`config.mk`:
```
export PLATFORM = sky130hd
export DESIGN_NAME = chs_front
export DESIGN_NICKNAME = d
export VERILOG_FILES = /design/src/hdl/chs_pkg.sv /design/src/hdl/chs_front.sv
export SDC_FILE = /design/constraint.sdc
export NUM_CORES = 1
export LEC_CHECK = 0
export BUFFER_PORTS_ARGS = -buffer_cell sky130_fd_sc_hd__buf_2
export CORE_ASPECT_RATIO = 1.25
export CORE_MARGIN = 3
export CORE_UTILIZATION = 45
export DETAILED_ROUTE_END_ITERATION = 8
export PLACE_DENSITY = 0.75
export SLEW_MARGIN = 20
export SYNTH_ARGS = -nofsm -noshare
export SYNTH_HDL_FRONTEND = slang
export SYNTH_SLANG_ARGS = --single-unit
```
`constraint.sdc`:
```
create_clock -name clk_i -period 4.6 [get_ports clk_i]
set_clock_uncertainty 0.2 [all_clocks]
set_input_delay 0.92 -clock clk_i [delete_from_list [all_inputs] [get_ports clk_i]]
set_output_delay 0.92 -clock clk_i [all_outputs]
set_load 0.02 [all_outputs]
```
`src/hdl/chs_pkg.sv`:
```
// Shared types, constants and round functions for the ChaCha20 stream cipher core.
// Depends on nothing; every other file in hdl/ refers to it by scoped names.
package chs_pkg;

  // Rounds per keystream block (column and diagonal rounds alternate).
  localparam int unsigned CHS_ROUNDS = 20;

  // Depth of the queue between front and back; a power of two.
  localparam int unsigned CHS_QDEPTH = 2;
  localparam int unsigned CHS_QAW    = $clog2(CHS_QDEPTH);

  localparam int unsigned CHS_CFG_IW = 3;

  // Configuration register indexes.
  typedef enum logic [CHS_CFG_IW-1:0] {
    CHS_REG_KEY01 = 3'd0,
    CHS_REG_KEY23 = 3'd1,
    CHS_REG_KEY45 = 3'd2,
    CHS_REG_KEY67 = 3'd3,
    CHS_REG_NONCE = 3'd4
  } chs_reg_e;

  // "expand 32-byte k", word 0 in the low slot.
  localparam logic [3:0][31:0] CHS_SIGMA = {
    32'h6b206574, 32'h79622d32, 32'h3320646e, 32'h61707865
  };

  typedef logic [15:0][31:0] chs_state_t;

  // One classified request as it sits in the queue.
  typedef struct packed {
    logic [63:0] data;
    logic [3:0]  count;
    logic [7:0]  bmask;
    logic        last;
    logic        zero;
  } chs_item_t;

  // Configuration seen by the back end.
  typedef struct packed {
    logic [3:0][63:0] key;
    logic [63:0]      nonce;
    logic             nonce_wr;
  } chs_cfg_t;

  // Back end status for the top level.
  typedef struct packed {
    logic gen;
    logic ks_valid;
  } chs_stat_t;

  function automatic logic [31:0] chs_rotl(input logic [31:0] v, input int unsigned n);
    return (v << n) | (v >> (32 - n));
  endfunction

  // q[0..3] = a, b, c, d
  function automatic logic [3:0][31:0] chs_quarter(input logic [3:0][31:0] q);
    logic [31:0] a;
    logic [31:0] b;
    logic [31:0] c;
    logic [31:0] d;
    a = q[0];
    b = q[1];
    c = q[2];
    d = q[3];
    a = a + b; d = chs_rotl(d ^ a, 16);
    c = c + d; b = chs_rotl(b ^ c, 12);
    a = a + b; d = chs_rotl(d ^ a, 8);
    c = c + d; b = chs_rotl(b ^ c, 7);
    return {d, c, b, a};
  endfunction

  // One column round (diag = 0) or one diagonal round (diag = 1).
  function automatic chs_state_t chs_round(input chs_state_t s, input logic diag);
    chs_state_t       r;
    logic [3:0][31:0] q;
    int unsigned      ib;
    int unsigned      ic;
    int unsigned      id;
    r = s;
    for (int unsigned i = 0; i < 4; i++) begin
      ib = diag ? 4 + ((i + 1) & 3) : 4 + i;
      ic = diag ? 8 + ((i + 2) & 3) : 8 + i;
      id = diag ? 12 + ((i + 3) & 3) : 12 + i;
      q  = chs_quarter({s[id], s[ic], s[ib], s[i]});
      r[i]  = q[0];
      r[ib] = q[1];
      r[ic] = q[2];
      r[id] = q[3];
    end
    return r;
  endfunction

  // Block input state from key, block counter and nonce.
  function automatic chs_state_t chs_init(input logic [3:0][63:0] key,
                                          input logic [63:0] ctr,
                                          input logic [63:0] nonce);
    chs_state_t s;
    for (int unsigned i = 0; i < 4; i++) begin
      s[i]         = CHS_SIGMA[i];
      s[4 + 2 * i] = key[i][31:0];
      s[5 + 2 * i] = key[i][63:32];
    end
    s[12] = ctr[31:0];
    s[13] = ctr[63:32];
    s[14] = nonce[31:0];
    s[15] = nonce[63:32];
    return s;
  endfunction

endpackage

```
`src/hdl/chs_front.sv`:
```
// Input side of the ChaCha20 core: takes requests, classifies them and queues them.
// Depends on chs_pkg for the queue entry type and depth.
module chs_front (
  input  logic                clk_i,
  input  logic                rst_ni,
  input  logic                in_valid_i,
  output logic                in_ready_o,
  input  logic [63:0]         data_in_i,
  input  logic [3:0]          byte_count_i,
  input  logic                end_of_message_i,
  output logic                q_valid_o,
  output chs_pkg::chs_item_t  q_item_o,
  input  logic                q_pop_i
);

  chs_pkg::chs_item_t               mem_q [chs_pkg::CHS_QDEPTH];
  logic [chs_pkg::CHS_QAW-1:0]      wr_ptr_q, wr_ptr_d;
  logic [chs_pkg::CHS_QAW-1:0]      rd_ptr_q, rd_ptr_d;
  logic [chs_pkg::CHS_QAW:0]        cnt_q, cnt_d;
  logic                             push;
  logic [3:0]                       eff_count;
  chs_pkg::chs_item_t               item;

  // Clamp counts above eight; a short chunk ends the message.
  always_comb begin
    eff_count  = byte_count_i[3] ? 4'd8 : byte_count_i;
    item.data  = data_in_i;
    item.count = eff_count;
    item.zero  = (eff_count == 4'd0);
    item.last  = end_of_message_i || (eff_count != 4'd8);
    for (int unsigned i = 0; i < 8; i++) begin
      item.bmask[i] = (eff_count > 4'(i));
    end
  end

  assign in_ready_o = (cnt_q != (chs_pkg::CHS_QAW + 1)'(chs_pkg::CHS_QDEPTH));
  assign q_valid_o  = (cnt_q != '0);
  assign q_item_o   = mem_q[rd_ptr_q];
  assign push       = in_valid_i && in_ready_o;

  always_comb begin
    wr_ptr_d = push ? wr_ptr_q + 1'b1 : wr_ptr_q;
    rd_ptr_d = q_pop_i ? rd_ptr_q + 1'b1 : rd_ptr_q;
    cnt_d    = cnt_q + (chs_pkg::CHS_QAW + 1)'(push) - (chs_pkg::CHS_QAW + 1)'(q_pop_i);
  end

  always_ff @(posedge clk_i or negedge rst_ni) begin
    if (!rst_ni) begin
      wr_ptr_q <= '0;
      rd_ptr_q <= '0;
      cnt_q    <= '0;
    end else begin
      wr_ptr_q <= wr_ptr_d;
      rd_ptr_q <= rd_ptr_d;
      cnt_q    <= cnt_d;
    end
  end

  always_ff @(posedge clk_i) begin
    if (push) begin
      mem_q[wr_ptr_q] <= item;
    end
  end

endmodule

```
-- Yosys cells after proc, flatten, opt, wreduce, memory -nomap -nowiden
Memories as Yosys holds them, arrays and structs flattened.
Cells that the tools add are included.
- output and inout bits: 80
- input bits: 73
- register bits: 4
- memory bits (writable): 156
- logic and storage cells: 25
- memories kept: 1
- equality and inequality tests: 2
- reduce and logical (&&, ||, !) cells: 4
- mux-type cells: 3
- add/sub/neg operators: 4
- $lt $le $gt $ge: 8
- memories (memory ; depth ; bits a word ; read ports ; clocked after memory_dff ; write ports ; line ; source):
    mem_q ; 2 ; 78 ; 1 ; 0 ; 1 ; chs_front.sv:16 ; chs_pkg::chs_item_t mem_q [chs_pkg::CHS_QDEPTH];
- operator list (cell ; number):
    $gt 4x3->1 const B ; 4
    $gt 4x1->1 const B ; 2
    $gt 4x2->1 const B ; 2
    $logic_not 4->1 ; 1
    $mux 4 ; 1
    $ne 4x4->1 const B ; 1
    $add 1x1->1 const B ; 2
    $add 2x1->2 ; 1
    $mux 1 ; 2
    $ne 2x2->1 const B ; 1
    $reduce_bool 2->1 ; 1
    $sub 2x1->2 ; 1
    $logic_and 1x1->1 ; 1
    $logic_or 1x1->1 ; 1

-- Longest topological paths before layout
Gate-level depths: netlist of the first run.
- depth after elaboration: 4
- mapped depth: 5
- gate-level depth less buffers: 5

-- Worst setup path after synthesis of the first run
OpenSTA, ideal clock, no wires.
- kind: input-to-reg
- start: input in_valid_i
- end: memory mem_q[0][0] in the netlist's numbering (enable)
- slack: -0.402 ns
- arrival: 4.287 ns
- library setup time: 0.515 ns
- required time: 3.885 ns
- stages on the path: 2
- path buffers: 0
- cell sequence: nand2_1 nor2_1
- longest elaborated chain between the ends: 3
- ends and longest elaborated chain (element ; line ; source):
    start, declared ; chs_front.sv:6 ; input logic in_valid_i,
    $logic_and 1x1->1 ; chs_front.sv:39 ; assign push = in_valid_i && in_ready_o;
    $mux 1 ; chs_front.sv:60 ; if (push) begin
    $mux 1 (not written as such) ; chs_front.sv:61 ; mem_q[wr_ptr_q] <= item;
    end, declared ; chs_front.sv:16 ;
No other way between the ends.

==> results of run 1 <==
==> metrics by stage <==
stage	power [mW]	setup WS, ns	instances	utilization (%)
2_1_floorplan	3.22	0.907	274	-
3_3_place_gp	3.64	1.76	585	53.6
3_5_place_dp	3.68	1.73	585	53.6
4_1_cts	5.08	1.27	617	58.2
5_1_grt	5.27	1.20	618	58.5
6_report	5.02	1.28	618	58.5
==> final cells by class <==
type                    instances  area [um2]
inverters                       1        3.75
clock buffers                  20         457
multi-input cells             103        1080
clock inverters                12         135
fillers                      1013        5310
well taps                     168         210
flip-flops and latches        160        4790
repair buffers                154         796
==> Yosys cell counts <==
library cell,number
inv_2,1
mux2_2,78
a21o_1,2
or2_2,1
a31o_2,1
nor2_1,1
or2_4,1
a21bo_2,1
buf_6,2
o21ai_0,1
a21oi_1,1
xnor2_1,3
xor2_1,1
ha_1,1
or2b_1,1
nand2_1,1
and3_1,1
and2b_1,3
edfxtp_1,156
or3_1,1
nand2b_1,2
or3_4,1
nor3b_1,1
dfrtp_1,4
buf_2,8
==> sequential cells by signal (all words and copies together) (netlist names) <==
signal    flops
wr_ptr_q      1
cnt_q         2
rd_ptr_q      1
mem_q       156
==> worst max path at each step <==
stage | startpoint | endpoint | cells after the start
CTS | rd_ptr_q$_DFFE_PN0P_ | q_item_o[37] | 2
global placement | rd_ptr_q$_DFFE_PN0P_ | q_item_o[70] | 2
finish | rd_ptr_q$_DFFE_PN0P_ | q_item_o[17] | 2
global route | rd_ptr_q$_DFFE_PN0P_ | q_item_o[67] | 2
floorplan | in_valid_i | mem_q[0][0]$_DFFE_PP_ | 2
detailed placement | rd_ptr_q$_DFFE_PN0P_ | q_item_o[37] | 2
==> worst max-delay path: cells and delay by family (launching register included) <==
family	cells	cell delay, ns
buffers and inverters	1	0.16
flip-flops	1	1.11
multiplexers	1	0.43
==> layer usage <==
layer  up-vias  track usage (%)
met5         -                0
met4         0             6.74
met3         8             4.86
met2        98             25.9
met1      1491             16.4
li1       1412                -
==> kinds of logic (layout without fill, tap and decap cells) <==
group	Yosys count	after routing	share of synthesized area (%)
xor gates and xnor gates	4	4	0.592
muxes	78	78	14.8
DFF	160	160	80.9
adders and majority gates	1	1	0.211
buffers and inverters	11	187	1.12
AOI/OAI and AO/OA	6	6	0.740
and+or+nand+nor	14	14	1.63
==> power by group <==
group / switching (mW) / internal [mW]
logic: 0.828 / 0.607
registers: 0.212 / 1.99
clock network: 0.551 / 0.831
==> flow_metrics.tcl, run 1 <==
set metrics [dict create \
    rsz0062_at_grt "false" \
    synth_area_um2 5920 \
    place_hpwl_um 6600 \
    grt_overflow 0 \
    htree_levels 4 \
    drive_above_1_share_pct 60.4 \
    synth_area_leaders "edfxtp_1 79%, mux2_2 15%, dfrtp_1 1.7%, buf_2 0.68%, xnor2_1 0.44%" \
    met1_length_um 4110 \
    startpoint_type "flip-flop" \
    cts_resized 0 \
    grt_use_total_pct 14.9 \
    ys_ff_latch 160 \
    worstSetupPathType "reg -> out" \
    ys_seq_area_share_pct 80.9 \
    cts_tree "done" \
    drc 0 \
    clock_path_buffers 2 \
    slew_viol_final 0 \
    synthCells 274 \
    postCtsSetupBuffers 0 \
    cts.sinks 160 \
    vias 3009 \
    vias_per_cell 4.87 \
    critical_path_peak_fanout 79 \
    max-cap-violations 0 \
    antenna_found_initial 0 \
    worst_pin_slew_ns 1.07 \
    wl_per_cell_um 17.1 \
    hold_path.class "in -> async" \
    path_clk_slew_ns 0.06 \
    period_share_pct 72.1 \
    root_buffer "clkbuf_16" \
    core_um2 12800 \
    cp_slowest_stage_delay_ns 1.11 \
    die_w_um 109 \
    area_growth_pct 26.2 \
    r2r-end "mem_q[0][21]$_DFFE_PP_" \
    hold-worst-slack_ns 0.0991 \
    syn-num-nets 348 \
    layout_commonest_cell "edfxtp_1" \
    end_kind "output port" \
    dr_wl_met3_um 639 \
    cts_inserted_buffers 17 \
    io-pin-count 153 \
    ir_worst_vdd_mv 0.855 \
    initialDrtViolationCount 70 \
    worstPathArrival_ns 2.20 \
    grt_pass1_vias 3318 \
    dr.max_layer_used "met4" \
    io_buffers 152 \
    clock_latency_ns 0.41 \
    hold_violations 0 \
    place_area_um2 6850 \
    postCtsHoldBufs 0 \
    grt_max_degree 80 \
    nets 511 \
    leakage_nw 2.78 \
    design_area_um2 7470 \
    mostFrequentLayoutCells "156 x edfxtp_1, 152 x buf_2, 78 x mux2_2, 17 x clkbuf_16, 4 x clkinvlp_4" \
    synth.distinct_cells 25 \
    crit-reg2reg-launch "cnt_q[0]$_DFF_PN0_" \
    ant_nets 0 \
    maxSlewHeadroom_pct 28.4 \
    fp-row-count 46 \
    syn_area_per_cell_um2 21.6 \
    worstPathCellList "mux2_2 -> buf_2" \
    yosys.area.top_type "edfxtp_1" \
    cp.required_ns 3.48 \
    r2r_cells 4 \
    fin_crit_ns 3.32 \
    status "finished, final reports clean" \
    setup_tns_ns 0 \
    pwr_density_cell_nw_per_um2 673 \
    gp_routability_congestion 0.682 \
    routed_wirelength_um 10600 \
    synth_top_area_share_pct 79.2 \
    die_h_um 134 \
    fmax_mhz 302 \
    diodes 0 \
    dieArea_um2 14600 \
    setup_viol 0 \
    yosys_warnings 0 \
    crit_slowest_cell "dfrtp_4" \
    dr_wl_met2_um 5680 \
    grt_pass1_wl_um 16400 \
    start_util_pct 46.3 \
    r2r_slack_ns 2.34 \
    dr.pass1.iters 4 \
]
Note: power is estimated with default switching activity, not from simulation.
==> run 2, diff against run 1 <==
clock period = 2.75 ns   (was 4.6 ns; I/O delays follow)
==> run 2 against run 1 <==
Effect of this change: combinational power up 85%; sequential share of layout area decreased by 0.63 points; critical path type unchanged; non-clock buffer count increased by 6; via count is 1.6% higher.
==> flow_metrics.tcl, run 2 (synthesis gave the netlist of run 1 again) <==
set metrics [dict create \
    root_buffer "clkbuf_16" \
    pwr_density_cell_nw_per_um2 1130 \
    dieArea_um2 14600 \
    cts.sinks 160 \
    seq_area_um2 4790 \
    start_util_pct 46.3 \
    cts_tree "done" \
    worstSetupPathType "reg -> out" \
    min_to "mem_q[1][35]$_DFFE_PP_" \
    largest-register "mem_q" \
    largest_reg_flops 156 \
    leakage_nw 2.81 \
    core_um2 12800 \
    crit-reg2reg-launch "cnt_q[0]$_DFF_PN0_" \
    period_share_pct 93.3 \
    clockPowerShare_pct 27.5 \
    die_h_um 134 \
    setup_viol 0 \
    r2r_cells 4 \
    vias 3058 \
    fill_cells 1001 \
    area_growth_pct 27.5 \
    io-pin-count 153 \
    wl_per_cell_um 16.9 \
    startpoint_type "flip-flop" \
    switchingPower_mw 2.66 \
    clock_latency_ns 0.41 \
    fmax_mhz 390 \
    ant_nets 0 \
    diodes 0 \
    hold_violations 0 \
    die_w_um 109 \
    grt_pass1_wl_um 16200 \
    io_buffers 152 \
    worstPathArrival_ns 1.82 \
    routed_wirelength_um 10600 \
    grt_overflow 0 \
    hold_path.class "in -> reg" \
    place_hpwl_um 7040 \
    grt_use_total_pct 14.6 \
    antenna_found_initial 3 \
    cp.required_ns 2.00 \
    drc 0 \
    power_frac_comb_pct 31.2 \
    slew_viol_final 0 \
    worst_pin_slew_ns 0.552 \
    gp_routability_congestion 0.738 \
    p_int_mw 5.84 \
    status "finished, final reports clean" \
    multi_input_area_um2 1080 \
    switching_share_pct 31.3 \
    whs_path_depth 1 \
    cts_inserted_buffers 17 \
    r2r_slack_ns 0.85 \
    dr.pass1.iters 4 \
    hold_start "data_in_i[21]" \
    layout_commonest_cell "edfxtp_1" \
    ir_worst_vdd_mv 0.802 \
    setup_tns_ns 0 \
    hold-worst-slack_ns 0.129 \
    grt_max_degree 41 \
    mostFrequentLayoutCells "156 x edfxtp_1, 152 x buf_2, 78 x mux2_2, 17 x clkbuf_16, 4 x clkinvlp_4" \
    end_kind "output port" \
    rsz0062_at_grt "false" \
    fin_crit_ns 2.57 \
    maxSlewHeadroom_pct 63.2 \
    seq_power_share_pct 41.3 \
    drive_above_1_share_pct 60.3 \
    critical_path_peak_fanout 17 \
    reg_top3 "mem_q x156, cnt_q x2" \
    r2r-end "mem_q[0][58]$_DFFE_PP_" \
    nets 517 \
    clock_path_buffers 2 \
    htree_levels 4 \
    grt_pass1_vias 3290 \
    max-cap-violations 0 \
    initialDrtViolationCount 99 \
    path_clk_slew_ns 0.06 \
    vias_per_cell 4.90 \
    fp-row-count 46 \
]
run 2: cell count changes in the layout (fill, tap and decap cells not counted), sizes merged:
cell and change:
buf +5, dlygate4sd3 +1, bufinv +1, clkinv -1
run 2: worst max path at each step:
stage,from,to,slack [ns],cells after the start
2_1_floorplan,cnt_q[0]$_DFF_PN0_,mem_q[0][0]$_DFFE_PP_,0.16,3
3_3_place_gp,rd_ptr_q$_DFFE_PN0P_,q_item_o[61],0.46,3
3_5_place_dp,rd_ptr_q$_DFFE_PN0P_,q_item_o[17],0.44,3
4_1_cts,rd_ptr_q$_DFFE_PN0P_,q_item_o[17],0.15,3
5_1_grt,rd_ptr_q$_DFFE_PN0P_,q_item_o[17],0.10,3
6_report,rd_ptr_q$_DFFE_PN0P_,q_item_o[62],0.18,3
run 2: what timing repair did:
action / in CTS / in global routing
endpoints found under the setup margin: 7 / 0
resized for setup: 0 / 0
endpoints found under the hold margin: 4 / 0
setup buffers: 1 / 0
hold buffers: 1 / 0
run 2: layout make-up:
class | count | share of cell area, %
sequential | 160 | 63.5
multi-input combinational | 103 | 14.3
timing repair buffer | 160 | 11.5
clock buffer | 20 | 5.79
tap | 168 | 2.79
clock inverter | 12 | 2.12
inverter | 1 | 0.0498
run 2: power by group through the flow:
stage	combinational (mW)	clock (mW)	sequential [mW]
after floorplan	1.89	0	3.47
after global placement	2.60	0	3.58
after detailed placement	2.63	0	3.61
after CTS	2.71	2.39	3.52
after global routing	2.84	2.50	3.56
final	2.65	2.34	3.51
run 2: worst max-delay path, cell delays in order (launching register included):
cell,delay (ns)
dfrtp_4,0.58
buf_4,0.29
mux2_2,0.37
buf_2,0.16
run 2: stage by stage:
step | std cells | cell area, um2 | worst slack [ns] | util [%] | power [mW]
after global routing | 624 | 7540 | 0.104 | 59.0 | 8.90
after detailed placement | 590 | 6920 | 0.437 | 54.2 | 6.24
after global placement | 590 | 6920 | 0.457 | 54.2 | 6.18
final | 624 | 7540 | 0.183 | 59.0 | 8.50
after CTS | 624 | 7540 | 0.147 | 59.0 | 8.62
after floorplan | 274 | 5930 | 0.160 | - | 5.36
run 2: per-layer routing:
metal | track usage (%) | share of wire, % | wire length [um] | up-vias
met3 | 5.01 | 6.4 | 681 | 17
li1 | - | - | - | 1427
met4 | 5.12 | 1.1 | 120 | 6
met2 | 25.5 | 52 | 5490 | 99
met5 | 0 | 0.40 | 42 | -
met1 | 16.6 | 40 | 4230 | 1509
